--- config.mk ---
export PLATFORM = sky130hd
export DESIGN_NAME = unsigned_div_magic_number_core
export DESIGN_NICKNAME = d
export VERILOG_FILES = /design/src/rtl/udmn_pkg.sv /design/src/rtl/udmn_div.sv /design/src/rtl/unsigned_div_magic_number_core.sv
export SDC_FILE = /design/constraint.sdc
export NUM_CORES = 2
export LEC_CHECK = 0
export BUFFER_PORTS_ARGS = -buffer_cell sky130_fd_sc_hd__buf_2
export CORE_ASPECT_RATIO = 1.1
export CORE_UTILIZATION = 40
export DETAILED_ROUTE_END_ITERATION = 6
export PLACE_DENSITY = 0.57
export SYNTH_ARGS = -nofsm -noshare
export SYNTH_HDL_FRONTEND = slang
export SYNTH_HIERARCHICAL = 1
export SYNTH_SLANG_ARGS = --single-unit
--- constraint.sdc ---
create_clock -name aclk -period 10.3 [get_ports aclk]
set_clock_uncertainty 0.2 [all_clocks]
set_input_delay 0 -clock aclk [delete_from_list [all_inputs] [get_ports aclk]]
set_output_delay 0 -clock aclk [all_outputs]
set_load 0.02 [all_outputs]
--- src/rtl/udmn_pkg.sv ---
// shared constants and types for the unsigned division magic number core
// no dependencies

package udmn_pkg;

    localparam int unsigned WORD_BITS = 64;
    localparam int unsigned IO_W      = 64;
    localparam int unsigned SHIFT_W   = 7;
    localparam int unsigned CNT_W     = $clog2(WORD_BITS + 1);
    localparam int unsigned P_W       = $clog2(2 * WORD_BITS + 1);

    localparam logic [WORD_BITS-1:0] WMASK = {WORD_BITS{1'b1}};
    localparam logic [WORD_BITS-1:0] WTOP  = {1'b1, {(WORD_BITS-1){1'b0}}};
    localparam logic [P_W-1:0]       P_START = P_W'(WORD_BITS - 1);
    localparam logic [P_W-1:0]       P_LIMIT = P_W'(2 * WORD_BITS);
    localparam logic [P_W-1:0]       P_WORD  = P_W'(WORD_BITS);

    typedef enum logic [2:0] {
        ST_IDLE,
        ST_NC,
        ST_Q1,
        ST_Q2,
        ST_STEP,
        ST_CHECK,
        ST_DONE
    } udmn_state_t;

endpackage

--- src/rtl/udmn_div.sv ---
// restoring divider, one quotient bit per cycle, shared by the core sequencer
// depends on udmn_pkg

module udmn_div (
    input  logic                          aclk,
    input  logic                          aresetn,
    input  logic                          start,
    input  logic [udmn_pkg::WORD_BITS-1:0] dividend,
    input  logic [udmn_pkg::WORD_BITS-1:0] divisor,
    output logic                          done,
    output logic [udmn_pkg::WORD_BITS-1:0] quotient,
    output logic [udmn_pkg::WORD_BITS-1:0] remainder
);
    import udmn_pkg::*;

    logic                 busy_reg, busy_next;
    logic                 done_reg, done_next;
    logic [CNT_W-1:0]     cnt_reg, cnt_next;
    logic [WORD_BITS-1:0] quo_reg, quo_next;
    logic [WORD_BITS-1:0] rem_reg, rem_next;
    logic [WORD_BITS-1:0] den_reg, den_next;

    logic [WORD_BITS:0]   rem_sh;
    logic [WORD_BITS:0]   rem_sub;
    logic                 ge;

    always_comb begin
        rem_sh  = {rem_reg, quo_reg[WORD_BITS-1]};
        rem_sub = rem_sh - {1'b0, den_reg};
        ge      = (rem_sh >= {1'b0, den_reg});

        busy_next = busy_reg;
        done_next = 1'b0;
        cnt_next  = cnt_reg;
        quo_next  = quo_reg;
        rem_next  = rem_reg;
        den_next  = den_reg;

        if (start) begin
            busy_next = 1'b1;
            cnt_next  = CNT_W'(WORD_BITS);
            quo_next  = dividend;
            rem_next  = '0;
            den_next  = divisor;
        end else if (busy_reg) begin
            rem_next = ge ? rem_sub[WORD_BITS-1:0] : rem_sh[WORD_BITS-1:0];
            quo_next = {quo_reg[WORD_BITS-2:0], ge};
            cnt_next = cnt_reg - CNT_W'(1);
            if (cnt_reg == CNT_W'(1)) begin
                busy_next = 1'b0;
                done_next = 1'b1;
            end
        end
    end

    always_ff @(posedge aclk) begin
        if (!aresetn) begin
            busy_reg <= 1'b0;
            done_reg <= 1'b0;
            cnt_reg  <= '0;
        end else begin
            busy_reg <= busy_next;
            done_reg <= done_next;
            cnt_reg  <= cnt_next;
        end
        quo_reg <= quo_next;
        rem_reg <= rem_next;
        den_reg <= den_next;
    end

    assign done      = done_reg;
    assign quotient  = quo_reg;
    assign remainder = rem_reg;

endmodule

--- src/rtl/unsigned_div_magic_number_core.sv ---
// top level: sequencer and doubling loop for unsigned division magic numbers
// depends on udmn_pkg and udmn_div
//
// usage:
//   s_valid/s_ready/s_divisor take one divisor d per transfer. s_ready is high
//   only while the sequencer is idle; one divisor is worked on at a time.
//   m_valid/m_ready/m_magic_mult/m_shift_amount/m_add_flag give one result per
//   divisor. the result sits in an output register, so a new divisor can be
//   taken while the previous result still waits for m_ready.
//   sequence: three passes of the bit-serial divider (2^64 mod d,
//   2^63/nc, (2^63-1)/d), each with a handoff, then a doubling step (update,
//   stop test) repeated 1 to 65 times, then the load of the output register.
//   a zero divisor skips the divider and gives all-zero fields.
//   a stalled receiver holds the finished result in the sequencer until the
//   output register frees up.
//   reset: synchronous, active low; clears the sequencer and valid flags.

module unsigned_div_magic_number_core (
    input  logic                          aclk,
    input  logic                          aresetn,
    input  logic                          s_valid,
    output logic                          s_ready,
    input  logic [udmn_pkg::IO_W-1:0]     s_divisor,
    output logic                          m_valid,
    input  logic                          m_ready,
    output logic [udmn_pkg::IO_W-1:0]     m_magic_mult,
    output logic [udmn_pkg::SHIFT_W-1:0]  m_shift_amount,
    output logic                          m_add_flag
);
    import udmn_pkg::*;

    udmn_state_t state_reg, state_next;

    logic [WORD_BITS-1:0] d_reg, d_next;
    logic [WORD_BITS-1:0] nc_reg, nc_next;
    logic [WORD_BITS-1:0] q1_reg, q1_next;
    logic [WORD_BITS-1:0] r1_reg, r1_next;
    logic [WORD_BITS-1:0] q2_reg, q2_next;
    logic [WORD_BITS-1:0] r2_reg, r2_next;
    logic [P_W-1:0]       p_reg, p_next;
    logic                 add_reg, add_next;
    logic                 zero_reg, zero_next;

    logic                 m_valid_reg, m_valid_next;
    logic [IO_W-1:0]      m_magic_reg, m_magic_next;
    logic [SHIFT_W-1:0]   m_shift_reg, m_shift_next;
    logic                 m_add_reg, m_add_next;

    logic                 div_start;
    logic [WORD_BITS-1:0] div_dividend;
    logic [WORD_BITS-1:0] div_divisor;
    logic                 div_done;
    logic [WORD_BITS-1:0] div_quo;
    logic [WORD_BITS-1:0] div_rem;

    logic [WORD_BITS-1:0] din;
    logic                 din_zero;
    logic                 accept;
    logic                 out_free;
    logic                 keep_going;
    logic                 cond1, cond2;
    logic [WORD_BITS-1:0] delta;

    assign din      = s_divisor[WORD_BITS-1:0];
    assign din_zero = (din == '0);
    assign accept   = s_valid && s_ready;
    assign out_free = !m_valid_reg || m_ready;

    udmn_div u_div (
        .aclk      (aclk),
        .aresetn   (aresetn),
        .start     (div_start),
        .dividend  (div_dividend),
        .divisor   (div_divisor),
        .done      (div_done),
        .quotient  (div_quo),
        .remainder (div_rem)
    );

    // stop test operands
    always_comb begin
        delta      = d_reg - WORD_BITS'(1) - r2_reg;
        keep_going = (p_reg < P_LIMIT) &&
                     ((q1_reg < delta) || ((q1_reg == delta) && (r1_reg == '0)));
        cond1      = (r1_reg >= (nc_reg - r1_reg));
        cond2      = ((r2_reg + WORD_BITS'(1)) >= (d_reg - r2_reg));
    end

    // next state
    always_comb begin
        state_next = state_reg;
        case (state_reg)
            ST_IDLE: begin
                if (accept) begin
                    state_next = din_zero ? ST_DONE : ST_NC;
                end
            end
            ST_NC: begin
                if (div_done) begin
                    state_next = ST_Q1;
                end
            end
            ST_Q1: begin
                if (div_done) begin
                    state_next = ST_Q2;
                end
            end
            ST_Q2: begin
                if (div_done) begin
                    state_next = ST_STEP;
                end
            end
            ST_STEP: begin
                state_next = ST_CHECK;
            end
            ST_CHECK: begin
                state_next = keep_going ? ST_STEP : ST_DONE;
            end
            ST_DONE: begin
                if (out_free) begin
                    state_next = ST_IDLE;
                end
            end
            default: begin
                state_next = ST_IDLE;
            end
        endcase
    end

    // divider control
    always_comb begin
        div_start    = 1'b0;
        div_dividend = '0 - din;
        div_divisor  = din;
        case (state_reg)
            ST_IDLE: begin
                div_start    = accept && !din_zero;
                div_dividend = '0 - din;
                div_divisor  = din;
            end
            ST_NC: begin
                div_start    = div_done;
                div_dividend = WTOP;
                div_divisor  = WMASK - div_rem;
            end
            ST_Q1: begin
                div_start    = div_done;
                div_dividend = WTOP - WORD_BITS'(1);
                div_divisor  = d_reg;
            end
            default: begin
                div_start = 1'b0;
            end
        endcase
    end

    // datapath
    always_comb begin
        d_next       = d_reg;
        nc_next      = nc_reg;
        q1_next      = q1_reg;
        r1_next      = r1_reg;
        q2_next      = q2_reg;
        r2_next      = r2_reg;
        p_next       = p_reg;
        add_next     = add_reg;
        zero_next    = zero_reg;
        m_valid_next = m_valid_reg && !m_ready;
        m_magic_next = m_magic_reg;
        m_shift_next = m_shift_reg;
        m_add_next   = m_add_reg;

        case (state_reg)
            ST_IDLE: begin
                if (accept) begin
                    d_next    = din;
                    zero_next = din_zero;
                end
            end
            ST_NC: begin
                if (div_done) begin
                    nc_next = WMASK - div_rem;
                end
            end
            ST_Q1: begin
                if (div_done) begin
                    q1_next = div_quo;
                    r1_next = div_rem;
                end
            end
            ST_Q2: begin
                if (div_done) begin
                    q2_next  = div_quo;
                    r2_next  = div_rem;
                    p_next   = P_START;
                    add_next = 1'b0;
                end
            end
            ST_STEP: begin
                p_next = p_reg + P_W'(1);
                if (cond1) begin
                    q1_next = {q1_reg[WORD_BITS-2:0], 1'b1};
                    r1_next = {r1_reg[WORD_BITS-2:0], 1'b0} - nc_reg;
                end else begin
                    q1_next = {q1_reg[WORD_BITS-2:0], 1'b0};
                    r1_next = {r1_reg[WORD_BITS-2:0], 1'b0};
                end
                if (cond2) begin
                    if (q2_reg >= (WTOP - WORD_BITS'(1))) begin
                        add_next = 1'b1;
                    end
                    q2_next = {q2_reg[WORD_BITS-2:0], 1'b1};
                    r2_next = {r2_reg[WORD_BITS-2:0], 1'b1} - d_reg;
                end else begin
                    if (q2_reg >= WTOP) begin
                        add_next = 1'b1;
                    end
                    q2_next = {q2_reg[WORD_BITS-2:0], 1'b0};
                    r2_next = {r2_reg[WORD_BITS-2:0], 1'b1};
                end
            end
            ST_DONE: begin
                if (out_free) begin
                    m_valid_next = 1'b1;
                    if (zero_reg) begin
                        m_magic_next = '0;
                        m_shift_next = '0;
                        m_add_next   = 1'b0;
                    end else begin
                        m_magic_next = IO_W'(q2_reg + WORD_BITS'(1));
                        m_shift_next = SHIFT_W'(p_reg - P_WORD);
                        m_add_next   = add_reg;
                    end
                end
            end
            default: begin
                p_next = p_reg;
            end
        endcase
    end

    always_ff @(posedge aclk) begin
        if (!aresetn) begin
            state_reg   <= ST_IDLE;
            m_valid_reg <= 1'b0;
        end else begin
            state_reg   <= state_next;
            m_valid_reg <= m_valid_next;
        end
        d_reg       <= d_next;
        nc_reg      <= nc_next;
        q1_reg      <= q1_next;
        r1_reg      <= r1_next;
        q2_reg      <= q2_next;
        r2_reg      <= r2_next;
        p_reg       <= p_next;
        add_reg     <= add_next;
        zero_reg    <= zero_next;
        m_magic_reg <= m_magic_next;
        m_shift_reg <= m_shift_next;
        m_add_reg   <= m_add_next;
    end

    assign s_ready        = (state_reg == ST_IDLE);
    assign m_valid        = m_valid_reg;
    assign m_magic_mult   = m_magic_reg;
    assign m_shift_amount = m_shift_reg;
    assign m_add_flag     = m_add_reg;

endmodule

[Yosys cells after proc, flatten, opt, wreduce, memory -nomap -nowiden]
Index checks and enable logic that the tools add are counted.
Cells by class
  add/subtract/negate cells: 14
  order comparisons: 7
  equality and inequality tests: 15
  muxes and demuxes: 39
  bitwise operators: 2
  reduce and logical (&&, ||, !) cells: 26
Operators with widths (count)
  one-hot mux 64 bit (2 select lines): 6
  two-way mux 64 bit: 7
  subtractor 64 bit: 6
  adder 64 x 1 -> 64 bit, second input constant: 2
  >= comparator 64 bit: 2
  zero test 64 bit: 2
  >= comparator 65 x 64 -> 1 bit: 1
  == test 64 bit: 1
  >= comparator 64 x 63 -> 1 bit, second input constant: 1
  >= comparator 64 bit, second input constant: 1
  less-than comparator 64 bit: 1
  subtractor 1 x 64 -> 64 bit, first input constant: 1
  subtractor 64 x 1 -> 64 bit, second input constant: 1
  subtractor 64 bit, first input constant: 1
  one-hot mux 3 bit (7 select lines): 1
  two-way mux 3 bit: 6
  one-hot mux 8 bit (2 select lines): 1
  two-way mux 7 bit: 2
  two-way mux 1 bit: 12
  AND reduction 2 bit: 5
  == test 3 bit, second input constant: 3
  adder 8 x 1 -> 8 bit, second input constant: 1
  less-than comparator 8 bit, second input constant: 1
  two-way mux 8 bit: 1
  other kinds (20): 37
Storage, ports and cells
  bits in registers: 671
  input port bits: 68
  output and inout port bits: 74
  logic and storage cells: 124

[Depth between registers and ports, before layout]
  depth after elaboration: 8
  depth in mapped cells: 29
  gate-level depth less buffers: 27

[Cells and area by module]
The synthesis kept the hierarchy.
Modules (own cells, without submodules)
  unsigned_div_magic_number_core: times used 1, cells each 5505, area each 44757.9 um^2, sequential area each 14073.5 um^2
  udmn_div: times used 1, cells each 1211, area each 12019.0 um^2, sequential area each 5305.1 um^2

[Worst setup path after synthesis]
OpenSTA, ideal clock, no wires.
  kind: reg-to-reg
  from: reg state_reg[2]
  to: reg q1_reg[0], enable pin
  library setup time: 0.792 ns
  arrival: 10.112 ns
  required time: 9.308 ns
  slack: -0.804 ns
  stages on the path, launching flop included: 6
  buffers on the path: 3
  period minus slack after synthesis: 11.104 ns
  cell sequence: dfxtp_1 > clkbuf_1 > or3_1 > clkbuf_1 > clkbuf_1 > o21ai_0
On the way
  cells in the longest elaborated chain, start to end: 3
  elaborated cells on any way between the ends: 5
  those cells by class: 3 x eq/ne; 2 x reduce/logical
RTL lines
  from (decl): line unsigned_div_magic_number_core.sv:32  | udmn_state_t state_reg, state_next;
  from (signal assigned): line unsigned_div_magic_number_core.sv:247  | state_reg <= state_next;
  == test 3 x 2 -> 1 bit or == test 3 bit (tied branches): line unsigned_div_magic_number_core.sv:173  | case (state_reg)
  != test 2 x 1 -> 1 bit (no source line) or nonzero test 2 bit (tied branches)
  AND reduction 2 bit (no source line) (*)
  to (signal assigned): line unsigned_div_magic_number_core.sv:252  | q1_reg <= q1_next;
  to (decl): line unsigned_div_magic_number_core.sv:36  | logic [WORD_BITS-1:0] q1_reg, q1_next;
Every way passes the cells marked *; elsewhere a longest branch is shown, timed or not.
A chain may end at the register's enable or synchronous reset.

[Worst setup path in the final report]
  from: reg nc_reg[0]
  to: reg r1_reg[52] (data pin)
On the way
  cells in the longest elaborated chain, start to end: 4
  elaborated cells on any way between the ends: 5
  those cells by class: 2 x add/sub; 1 x order compare; 2 x mux
RTL lines
  from (decl): line unsigned_div_magic_number_core.sv:35  | logic [WORD_BITS-1:0] nc_reg, nc_next;
  from (signal assigned): line unsigned_div_magic_number_core.sv:251  | nc_reg <= nc_next;
  subtractor 64 bit: line unsigned_div_magic_number_core.sv:85  | cond1 = (r1_reg >= (nc_reg - r1_reg));
  >= comparator 64 bit: line unsigned_div_magic_number_core.sv:85
  two-way mux 64 bit (*): line unsigned_div_magic_number_core.sv:201  | if (cond1) begin
  one-hot mux 64 bit (2 select lines) (*): line unsigned_div_magic_number_core.sv:173
  net r1_next[52]: line unsigned_div_magic_number_core.sv:37  | logic [WORD_BITS-1:0] r1_reg, r1_next;
  to (signal assigned): line unsigned_div_magic_number_core.sv:253  | r1_reg <= r1_next;
  to (decl): line unsigned_div_magic_number_core.sv:37
Mark *: on every way through the listed nets, which the timed path passes. The rest lies on a longest branch.

==> run_results.csv <==
group,metric,value,unit
floorplanning,initial_core_util,40.40,%
global_route,grt_use_total,29.45,%
yosys,synthFlopType,"edfxtp_1",
layout,post-route-util,44.64,%
placement,port_buffers,141,
layout,syn_to_final_growth,10.51,%
clocking,clkTransAtPathRegs,0.07,ns
floorplanning,die_area,143500,um2
global_route,grt_first_pass_wirelength,317600,um
worst_hold_path,holdPathEnd,"d_reg[43]",
clocking,cts_tree,"yes",
run,maxCapViolCount,0,
yosys,synth-compound-area-share,20.64,%
global_route,grtUsageMet1,39.31,%
sta,holdWs,0.04942,ns
yosys,synthCells,6716,
placement,post-dp-hpwl,173100,um
yosys,synthAdderAreaFrac,11.54,%
yosys,ys.warnings.count,6,
pwr,power_density,230.2,nW/um2
yosys,syn_nets,7304,
global_route,busiest_layer,"met2",
global_route,grt_pass1_vias,49243,
clocking,clockRootBuffer,"clkbuf_16",
detailed_routing,vias,51406,
setup_path,critPathRequiredTime,10.55,ns
sta,setup_tns,0,ns
detailed_routing,drt.antenna.violating_nets,0,
layout,num-fill-cells,14232,
setup_path,worst-path-max-fanout,23,
detailed_routing,viasPerCell,5.921,
setup_path,cpMaxStageDelayCell,"nor2_1",
setup_path,slowest_delay,1.06,ns
yosys,ys_seq_elements,671,
clocking,clock-sinks,671,
yosys,syn_area_per_cell,8.454,um2
sta,rsz0062_at_grt,"false",
yosys,ys_top_cells_by_area,"edfxtp_1, ha_1, a21oi_1",
yosys,synthMuxAreaShare,2.202,%
floorplanning,ioPinCount,142,
layout,final_cells,8682,
worst_hold_path,hold_path.class,"primary input to register",
yosys,synthSimpleGateAreaFrac,17.63,%
sta,layout_min_cycle_time,8.639,ns
pwr,p_leak,25.59,nW
worst_hold_path,min_from,"s_divisor[43]",
layout,drive_gt1_share,6.652,%
floorplanning,die_w,361.2,um
global_route,overflow,0,
clocking,cts_buffers,82,
global_route,grt_use_met3,4.196,%
sta,tightest_slew,1.325,ns
global_route,antenna_found_initial,6,
yosys,yosysMostFrequentCell,"nand2_1",
worst_hold_path,holdPathStages,2,
detailed_routing,drc,0,
placement,gp_congestion,1.016,
setup_path,r2r_slack,1.66,ns
pwr,total_power,14.44,mW
setup_path,startpoint_type,"register",
setup_path,worst_r2r_endpoint,"r1_reg[52]",
detailed_routing,firstDrtPassIters,6,
yosys,synthXorXnorAreaFrac,8.176,%
setup_path,crit_top_cell,"inv_1",
yosys,synth_common_cells,"nand2_1, a21oi_1, edfxtp_1",
detailed_routing,wl_per_cell,25.02,um
clocking,cts_max_level,3,
placement,placed_cells_incl_taps,8430,
floorplanning,core_area,140500,um2
yosys,syn_area,56780,um2
outcome,status,"complete, no violations",
global_route,grt_max_degree,129,
floorplanning,num_rows,144,
yosys,synth_top_cell_by_area,"edfxtp_1",
clocking,cts_setup_buffers,0,
pwr,ir_drop,0.2490,mV
sta,max-slew-margin-rel,10.88,%
sta,hold_violations,0,
yosys,synth_edf_count,594,
setup_path,end_kind,"register",
yosys,synth-seq-area-share,34.13,%
sta,fmax,115.8,MHz
floorplanning,die_h,397.1,um
detailed_routing,wl,217200,um
setup_path,r2r_start,"nc_reg[0]",
yosys,postSynth.asyncResetShare,0,%
setup_path,path_class,"register to register",
sta,maxSlewViolCount,0,
clocking,cts_max_path_buffers,3,
setup_path,reg2reg_depth,28,
global_route,met2_usage,47.43,%
detailed_routing,drt_iter0_drc,4691,
layout,fin_nets,7373,
layout,seqCellArea,19380,um2
layout,multiInputGateArea,34270,um2
yosys,synth_top_area_share,31.42,%
clocking,clk_latency,0.71,ns
yosys,synth_top_family_by_area,"compound AO/OA/AOI/OAI gates",
sta,min_period_over_period,83.87,%
setup_path,crit_arrival,8.88,ns
yosys,synth_cell_types,95,
sta,setup_viol,0,
[metal layers]
| layer | routed length [um] | vias to the layer above |
|---|---|---|
| li1 | - | 24451 |
| met1 | 95150 | 24853 |
| met2 | 98760 | 1754 |
| met3 | 13650 | 344 |
| met4 | 9647 | 4 |
| met5 | 23 | - |
[area by class of cell]
type / count / share of cell area [%]
Antenna cell: 2 / 0.007977
Tap cell: 1825 / 3.639
Multi-Input combinational cell: 5223 / 54.62
Inverter: 527 / 3.165
Sequential cell: 671 / 30.89
Clock buffer: 109 / 3.582
Timing Repair Buffer: 280 / 3.191
Clock inverter: 45 / 0.9034
[per-stage QoR]
stage               cell area [um2]  worst slack [ns]
floorplan                     56780             1.740
global placement              58960             1.868
detailed placement            58960             1.852
CTS                           62740             1.816
global route                  62740             1.095
finish                        62740             1.661
[critical path, delay by kind of cell (launching register included)]
family                   cells  cell delay (ns)
AO/OA/AOI/OAI               11             3.14
XOR/XNOR                     1             0.09
adder cells (fa/ha/maj)      3             0.87
buffers and inverters        4             0.71
flip-flops                   1             0.47
AND/OR/NAND/NOR              9             2.90
[where the power goes]
part	leakage, nW	total (mW)	switching, mW	internal, mW
Sequential	6.15	4.26	0.461	3.80
Combinational	18.1	7.08	4.60	2.48
Clock	1.35	3.10	1.29	1.80
[cell usage in the layout (no fill, tap or decap), types with 81 or more instances in the layout]
cell type      synthesis  final
nor3_1               113    113
inv_1                526    523
nand4_1              168    168
o21ai_0              425    423
dlygate4sd3_1          0     96
xnor2_1              319    319
nand2_1              849    847
edfxtp_1             594    594
xor2_1               211    211
nor2_1               553    550
nand3_1              131    131
clkbuf_16              0     85
a21oi_1              643    643
a211oi_1              90     90
a21o_1               226    226
ha_1                 514    514
o21bai_1              81     81
buf_2                 13    141
[worst max path at each step]
stage / slack, ns / startpoint / cells past startpoint / to
finish: 1.66 / nc_reg[0] / 28 / r1_reg[52]
global route: 1.09 / nc_reg[0] / 28 / r1_reg[52]
CTS: 1.82 / nc_reg[0] / 28 / r1_reg[52]
detailed placement: 1.85 / nc_reg[0] / 28 / r1_reg[52]
global placement: 1.87 / nc_reg[0] / 28 / r1_reg[52]
floorplan: 1.74 / state_reg[2] / 9 / u_div/quotient[0]
[cell families after synthesis]
logic type      Yosys count
buf+inv                 822
compound gates         1882
simple gates           2175
fa+ha+maj               520
flops                   671
mux                     116
xor+xnor                530
[what timing repair did]
action,in CTS,in global routing
hold buffers,96,0
gates resized for setup,0,0
hold endpoints to repair,229,0
Power figures use the tool's default switching activity.
